**src/hdl/s2cd_pkg.sv**
```systemverilog
// Shared types and codes for the serial-to-CAN deframer.
// No dependencies; imported by s2cd_core and serial_to_can_deframer_unit.
package s2cd_pkg;

  // Parser phases.
  localparam logic [1:0] PH_HUNT = 2'd0;
  localparam logic [1:0] PH_LEN  = 2'd1;
  localparam logic [1:0] PH_IDLO = 2'd2;
  localparam logic [1:0] PH_DATA = 2'd3;

  localparam logic [7:0] SYNC_RESET = 8'h24;

  // One emitted CAN frame.
  typedef struct packed {
    logic [10:0] id;
    logic [3:0]  len;
    logic [63:0] data;
  } frame_t;

endpackage

```
**src/hdl/serial_to_can_deframer_unit.sv**
```systemverilog
// Serial-to-CAN deframer top level: input beat register, parser, result register.
// Depends on s2cd_pkg and s2cd_core.
//
//   channel  | handshake              | payload
//   ---------+------------------------+-----------------------------------
//   input    | in_valid / in_ready    | rx_byte[7:0], burst_end
//   output   | out_valid / out_ready  | frame_id[10:0], frame_len[3:0],
//            |                        | frame_data[63:0]
//   config   | cfg_wr_en              | cfg_wr_data[7:0] (sync byte)
//
// One byte per cycle sustained while the output is not stalled; the byte that
// completes a frame passes the input register, then the result register.
// Reset is synchronous and returns the parser to hunting with sync byte 0x24.
// A stalled output holds its frame; the input register keeps accepting until
// a byte is waiting behind the stalled frame.
module serial_to_can_deframer_unit #(
  parameter int MAX_PAYLOAD = 8
) (
  input  logic        clk,
  input  logic        rst,
  input  logic        in_valid,
  output logic        in_ready,
  input  logic [7:0]  rx_byte,
  input  logic        burst_end,
  output logic        out_valid,
  input  logic        out_ready,
  output logic [10:0] frame_id,
  output logic [3:0]  frame_len,
  output logic [63:0] frame_data,
  input  logic        cfg_wr_en,
  input  logic [7:0]  cfg_wr_data
);
  import s2cd_pkg::*;

  logic [7:0] sync_reg;
  logic       in_q_valid;
  logic [7:0] in_q_byte;
  logic       in_q_last;
  logic       step;
  logic       emit;
  frame_t     frame;

  // Sync byte register.
  always_ff @(posedge clk) begin
    if (rst) begin
      sync_reg <= SYNC_RESET;
    end else if (cfg_wr_en) begin
      sync_reg <= cfg_wr_data;
    end
  end

  // The parser takes the held beat when the result register can take a frame.
  assign step     = in_q_valid && (!out_valid || out_ready);
  assign in_ready = !in_q_valid || step;

  // Input beat register.
  always_ff @(posedge clk) begin
    if (rst) begin
      in_q_valid <= 1'b0;
    end else if (in_valid && in_ready) begin
      in_q_valid <= 1'b1;
    end else if (step) begin
      in_q_valid <= 1'b0;
    end
  end

  always_ff @(posedge clk) begin
    if (in_valid && in_ready) begin
      in_q_byte <= rx_byte;
      in_q_last <= burst_end;
    end
  end

  s2cd_core #(
    .MAX_PAYLOAD(MAX_PAYLOAD)
  ) u_core (
    .clk      (clk),
    .rst      (rst),
    .step     (step),
    .rx_byte  (in_q_byte),
    .burst_end(in_q_last),
    .sync_byte(sync_reg),
    .emit     (emit),
    .frame    (frame)
  );

  // Result register.
  always_ff @(posedge clk) begin
    if (rst) begin
      out_valid <= 1'b0;
    end else if (step && emit) begin
      out_valid <= 1'b1;
    end else if (out_ready) begin
      out_valid <= 1'b0;
    end
  end

  always_ff @(posedge clk) begin
    if (step && emit) begin
      frame_id   <= frame.id;
      frame_len  <= frame.len;
      frame_data <= frame.data;
    end
  end

  // A frame waiting on a stalled output is never overwritten.
  assert property (@(posedge clk) disable iff (rst)
    (out_valid && !out_ready) |-> !step)
    else $error("parser advanced while a frame was stalled");

  // Emitted frames carry between one and MAX_PAYLOAD bytes.
  assert property (@(posedge clk) disable iff (rst)
    out_valid |-> (frame_len != 4'd0 && frame_len <= 4'(MAX_PAYLOAD)))
    else $error("frame length out of range");

  // A beat held in the input register that is not consumed blocks new input.
  assert property (@(posedge clk) disable iff (rst)
    (in_q_valid && !step) |-> !in_ready)
    else $error("input register would be overwritten");

  // A frame closed by the parser is presented on the output at the next edge.
  assert property (@(posedge clk) disable iff (rst)
    (step && emit) |=> out_valid)
    else $error("emitted frame lost");

endmodule

```
**src/hdl/s2cd_core.sv**
```systemverilog
// Per-byte parser of the deframer: message state and frame assembly.
// Depends on s2cd_pkg for phase codes and the frame_t type.
module s2cd_core #(
  parameter int MAX_PAYLOAD = 8
) (
  input  logic             clk,
  input  logic             rst,
  input  logic             step,
  input  logic [7:0]       rx_byte,
  input  logic             burst_end,
  input  logic [7:0]       sync_byte,
  output logic             emit,
  output s2cd_pkg::frame_t frame
);
  import s2cd_pkg::*;

  localparam logic [3:0] MaxFill = 4'(MAX_PAYLOAD);

  logic [1:0]  phase, phase_next;
  logic [4:0]  remaining, remaining_next;
  logic [10:0] cur_id, cur_id_next;
  logic [63:0] buffer, buffer_next;
  logic [3:0]  fill, fill_next;

  logic [63:0] buf_added;
  logic [3:0]  fill_inc;
  logic [4:0]  rem_dec;

  // Next state and frame output for the byte being processed.
  always_comb begin
    phase_next     = phase;
    remaining_next = remaining;
    cur_id_next    = cur_id;
    buffer_next    = buffer;
    fill_next      = fill;
    emit           = 1'b0;
    buf_added      = buffer;
    buf_added[{fill[2:0], 3'b000} +: 8] = rx_byte;
    fill_inc       = fill + 4'd1;
    rem_dec        = remaining - 5'd1;
    frame.id       = cur_id;
    frame.len      = fill_inc;
    frame.data     = buf_added;
    case (phase)
      PH_HUNT: begin
        if (rx_byte == sync_byte) phase_next = PH_LEN;
      end
      PH_LEN: begin
        if (rx_byte[7:3] == 5'd0) begin
          // Zero length: the same byte may itself be a new sync byte.
          phase_next = (rx_byte == sync_byte) ? PH_LEN : PH_HUNT;
        end else begin
          remaining_next = rx_byte[7:3];
          cur_id_next    = {rx_byte[2:0], 8'h00};
          phase_next     = PH_IDLO;
        end
      end
      PH_IDLO: begin
        cur_id_next = cur_id | {3'b000, rx_byte};
        buffer_next = '0;
        fill_next   = '0;
        phase_next  = PH_DATA;
      end
      PH_DATA: begin
        remaining_next = rem_dec;
        if (rem_dec == 5'd0 || fill_inc >= MaxFill || burst_end) begin
          emit        = 1'b1;
          buffer_next = '0;
          fill_next   = '0;
          if (rem_dec == 5'd0) phase_next = PH_HUNT;
        end else begin
          buffer_next = buf_added;
          fill_next   = fill_inc;
        end
      end
      default: phase_next = PH_HUNT;
    endcase
  end

  // State registers advance once per processed byte.
  always_ff @(posedge clk) begin
    if (rst) begin
      phase     <= PH_HUNT;
      remaining <= '0;
      cur_id    <= '0;
      buffer    <= '0;
      fill      <= '0;
    end else if (step) begin
      phase     <= phase_next;
      remaining <= remaining_next;
      cur_id    <= cur_id_next;
      buffer    <= buffer_next;
      fill      <= fill_next;
    end
  end

endmodule
```
**config.mk**
```make
export PLATFORM = sky130hd
export DESIGN_NAME = serial_to_can_deframer_unit
export DESIGN_NICKNAME = d
export VERILOG_FILES = /design/src/hdl/s2cd_pkg.sv /design/src/hdl/serial_to_can_deframer_unit.sv /design/src/hdl/s2cd_core.sv
export SDC_FILE = /design/constraint.sdc
export NUM_CORES = 1
export LEC_CHECK = 0
export BUFFER_PORTS_ARGS = -buffer_cell sky130_fd_sc_hd__clkbuf_2
export CAP_MARGIN = 10
export CORE_MARGIN = 4
export CORE_UTILIZATION = 35
export DETAILED_ROUTE_END_ITERATION = 8
export PLACE_DENSITY = 0.64
export SLEW_MARGIN = 20
export SYNTH_ARGS = -nofsm -noshare
export SYNTH_HDL_FRONTEND = slang
export SYNTH_HIERARCHICAL = 1
export SYNTH_SLANG_ARGS = --single-unit
```
**constraint.sdc**
```tcl
create_clock -name clk -period 12.3 [get_ports clk]
set_input_delay 2.46 -clock clk [delete_from_list [all_inputs] [get_ports clk]]
set_output_delay 2.46 -clock clk [all_outputs]
set_load 0.05 [all_outputs]
```
# == Word-level counts from Yosys, hierarchy flattened ==
# Cells that the tools add are included.
# op_classes
n_shift,2
n_reduce_logical,21
bitwise,1
eq_ne,8
n_addsub,3
n_mux,21
order_cmp,1
# ops
op,n
64-bit case mux with 2 select lines,1
64-bit bitwise mux,1
64-bit two-way mux,1
"8-bit by 8-bit variable shift with 64-bit output, first input constant",1
8-bit by 8-bit variable part select with 64-bit output,1
11-bit case mux with 2 select lines,1
11-bit two-way mux,1
11-bit by 8-bit bitwise OR with 11-bit output,1
5-bit logical NOT,2
5-bit case mux with 2 select lines,1
2-bit nonzero test,5
8-bit equality test,1
2-bit two-way mux,4
6-bit negator with 8-bit output,1
2-bit case mux with 4 select lines,1
4-bit case mux with 2 select lines,1
1-bit two-way mux,7
"2-bit by 1-bit != test with 1-bit output, second input constant",3
3-bit AND reduction,2
5-bit two-way mux,1
"5-bit by 1-bit subtractor with 5-bit output, second input constant",1
"4-bit by 1-bit adder with 4-bit output, second input constant",1
"2-bit equality test, second input constant",2
"4-bit >= comparator, second input constant",1
other kinds (9),15
# word_totals
output_inout_bits,81
in_bits,22
reg_bits,184
elab_cells,70

# == Longest topological paths before layout ==
# logic_depth
word_depth,8
ltp_mapped,10
mapped_depth_nobuf,8

# == Hierarchy ==
# Netlist, hierarchy kept.
# modules_own_cells
mod,area_each_um2,seq_area_each_um2,n_inst,cells_each
s2cd_core,4122.7,1721.7,1,406
serial_to_can_deframer_unit,3026.7,2842.7,1,125

# == Least setup slack after synthesis ==
# Ideal clock, no wire load.
# synth_timing
kind,in2reg
start,in out_ready
end,"reg frame_data[0], enable pin"
cell_stages,2
required_ns,11.774
path_slack_ns,5.682
arrival_ns,6.092
path_buffers,0
setup_time_ns,0.526
cell_sequence,nand2b_1 -> nor2b_1
# synth_between
elab_chain_cells,3
# synth_rtl
item,line_no,source
from (decl),serial_to_can_deframer_unit.sv:26,"input logic out_ready,"
1-bit logical OR,serial_to_can_deframer_unit.sv:53,assign step = in_q_valid && (!out_valid || out_ready);
1-bit logical AND,serial_to_can_deframer_unit.sv:53,
1-bit logical AND,serial_to_can_deframer_unit.sv:99,if (step && emit) begin
to (signal assigned),serial_to_can_deframer_unit.sv:102,frame_data <= frame.data;
to (decl),serial_to_can_deframer_unit.sv:29,"output logic [63:0] frame_data,"
# Every way passes these cells.
# A chain may end at the register's enable or synchronous reset.

# == Worst setup path in the final report ==
# layout_timing
start,in out_ready
end,out in_ready
# layout_between
elab_chain_cells,3
# layout_rtl
item,line_no,source
1-bit logical OR,serial_to_can_deframer_unit.sv:53,
1-bit logical AND,serial_to_can_deframer_unit.sv:53,
1-bit logical OR,serial_to_can_deframer_unit.sv:54,assign in_ready = !in_q_valid || step;
to (decl),serial_to_can_deframer_unit.sv:22,"output logic in_ready,"
# Every way passes these cells.

==> out/qor.csv <==
stage;metric;value;unit
run_status;run_status;completed;
global_route;global_route.usage.total;14.9;%
critical_path;crit_required;9.84;ns
pwr;sequential_power_share;53.3;%
cts;numCtsBuffers;17;
critical_path;endpoint_kind;primary output;
floorplan;floorplan.io_pins;103;
yosys;number_of_flip_flops_and_latches_in_the_synthesized_netlist;184;
critical_path;worst-path-buf-inv;2;
global_route;grt_pass1_wl;25.7;mm
yosys;synthFlopType;dfxtp_1;
cts;cts_tree;done;
layout;antenna_cells;0;
drt;drt_via_density;5.18;
yosys;netlist_top_cells_count;96 x dfxtp_1, 88 x edfxtp_1, 50 x mux2_2;
cts;max-clock-path-buffers;2;
yosys;synth_area;7150;sq um
sta;rsz0062_at_grt;false;
place;finalWeightedCongestion;0.741;
floorplan;rows;52;
cts;cts-hold-fix-buffers;0;
place;dpl.hpwl;10.6;mm
sta;report.final.slew_viol_count;0;
drt;detail_route.drc_violations;0;
drt;route.vias.total;4676;
sta;timing.clock.skew;0.0111;ns
sta;layout_worst_path_cycle_share;44.5;%
yosys;syn-num-nets;558;
pwr;internal_power;0.000964;W
critical_path;crit_path_max_fanout;3;
critical_path;critPathKind;input pin to primary output;
pwr;switching_power;0.000261;W
layout;synthToLayoutAreaGrowth;18.4;%
sta;max_freq;183;MHz
yosys;synth_cells;531;
cts;post_cts_buffers;0;
sta;period_minus_slack;5.47;ns
sta;postLayoutSetupSlackWorst;6.83;ns
pwr;pwr-share-comb;2.4;%
yosys;synth_largest_type_area_fraction;37.0;%
critical_path;cp_data_arrival_time;3.01;ns
layout;final_nets;646;
drt;wl_per_cell;18.3;um
global_route;gr-total-overflow;0;
floorplan;dieArea;22800;sq um
floorplan;floorplan.die.height;151;um
drt;detailed_router_iteration_count_before_antenna_repair;5;
cts;numClockSinks;184;
global_route;antenna_found_initial;0;
global_route;grt_pass1_vias;4710;
critical_path;path_common_cell;clkbuf_2;
global_route;grt_max_degree;80;
sta;worst_slew_margin_rel;31.3;%
layout;fill_cells;1893;
pwr;power_density;145;nW/um^2
sta;final.hold.worst_slack;0.440;ns
floorplan;fp.dieW;151;um
critical_path;timing.critical_path.slowest_stage_cell;clkbuf_2;
layout;post_route_cells_drive_above_1_share;33.2;%
cts;clkSlewWorstSetupHoldPaths;0.06;ns
floorplan;initial_utilization;35.4;%
layout;largest_registers;frame_data: 64 flops, u_core/buffer: 64 flops;
pwr;switching_share;21.3;%
yosys;synth_sequential_area_ratio;63.8;%
layout;utilization;42.0;%
yosys;most_instantiated_library_cell_after_synthesis;dfxtp_1;
hold_path;worstHoldPathType;flop to flop;
yosys;asyncSetResetFlopFracSynth;0;%
yosys;ys_types;52;
flow_run;max_capacitance_violation_count;0;
yosys;netlist.top_cell.by_area;edfxtp_1;
sta;setup-tns-final;0;ns
cts;insertion_delay;0.42;ns
critical_path;cp_slowest_stage_delay;0.27;ns
cts;cts-root-buf;clkbuf_16;
sta;hold_viol;0;
cts;htree_num_levels;4;
place;io_buffers;102;
yosys;synth_edf_count;88;
drt;final_antenna_net_count;0;
pwr;clock_power_share;44.3;%
drt;drt_iter0_markers;323;
cts;post_cts_resized;0;
place;place_ws;6.83;ns
drt;finalWirelength;16.5;mm
floorplan;fp.coreArea;20200;sq um
critical_path;startpoint_type;input pin;
critical_path;worstPathCellList;clkbuf_2 > nand3b_1 > clkbuf_2;
sta;finalSetupViolations;0;
pwr;total_leakage_power;3.20;nW
sta;worstMarginPinSlew;1.03;ns
yosys;top_cells_by_area_in_the_synthesized_netlist;edfxtp_1 37%, dfxtp_1 27%, mux2_2 7.9%, a32o_1 5.6%, a22o_1 3.2%;
yosys;ys.warnings.count;6;
critical_path;path_delay_family;buffers and inverters;
yosys;post_synth.cell_area_avg;13.5;sq um
pwr;peakVddDrop;0.0000982;V
==> worst paths after layout <==
path	from	endpoint	slack, ns	depth (start not counted)
hold / removal	u_core/cur_id[10]	frame_id[10]	0.44	0
hold reg to reg	u_core/cur_id[10]	frame_id[10]	0.44	0
setup reg to reg	u_core/fill[0]	u_core/buffer[37]	9.09	8
setup / recovery	out_ready	in_ready	6.83	3
==> final cells by class <==
cell class / instances / area [sq um] / area share (%)
inverter: 9 / 33.8 / 0.399
clock inverter: 11 / 138 / 1.63
clock buffer: 21 / 450 / 5.32
sequential: 184 / 4560 / 53.9
timing repair buffer: 106 / 561 / 6.62
multi-input combinational: 301 / 2380 / 28.1
tap: 270 / 338 / 3.99
==> metrics by stage <==
stage | power, W | cell area [sq um] | std cells
after floorplan | 0.000681 | 7150 | 531
after global placement | 0.000693 | 7850 | 869
after detailed placement | 0.000695 | 7850 | 869
after CTS | 0.00124 | 8440 | 901
after global routing | 0.00127 | 8470 | 902
final | 0.00122 | 8470 | 902
==> placed cells by master (no fill, tap or decap), types with 3 or more instances in the layout <==
master      count
inv_6           4
dfxtp_1        96
clkbuf_16      17
a21oi_1        12
nand2b_1        5
o21ai_0        21
nor2_2          5
ha_1            5
clkbuf_2      102
and2_1          4
xnor2_1         8
inv_1           9
a22o_1         26
a31oi_1         3
clkinvlp_4      3
nor2_1         30
nand4_1         3
nand3_1         4
a32o_1         40
clkbuf_1        3
o21ai_2         3
edfxtp_1       88
buf_4           3
nand2_1        34
mux2i_1         9
mux2_2         50
==> logic make-up after synthesis <==
group / count (synthesis) / share of synthesized area [%]
DFF: 184 / 63.8
AOI/OAI and AO/OA: 120 / 13.8
and+or+nand+nor: 107 / 7.95
muxes: 59 / 9.14
buffers and inverters: 46 / 3.08
xor gates and xnor gates: 10 / 1.33
adders and majority gates: 5 / 0.875
==> routing by layer <==
metal	track usage (%)	routed length [um]	vias up
li1	-	-	2193
met1	19.8	7490	2312
met2	24.0	7790	151
met3	3.23	928	20
met4	5.35	314	0
met5	0	0	-
==> power by group through the flow <==
| stage | combinational [W] | sequential (W) | clock, W |
|---|---|---|---|
| floorplan | 0.0000229 | 0.000659 | 0 |
| detailed placement | 0.0000277 | 0.000667 | 0 |
| CTS | 0.0000279 | 0.000653 | 0.000556 |
| global route | 0.0000321 | 0.000654 | 0.000585 |
| global placement | 0.0000263 | 0.000667 | 0 |
| finish | 0.0000289 | 0.000653 | 0.000542 |
Note: power is estimated with default switching activity, not from simulation.
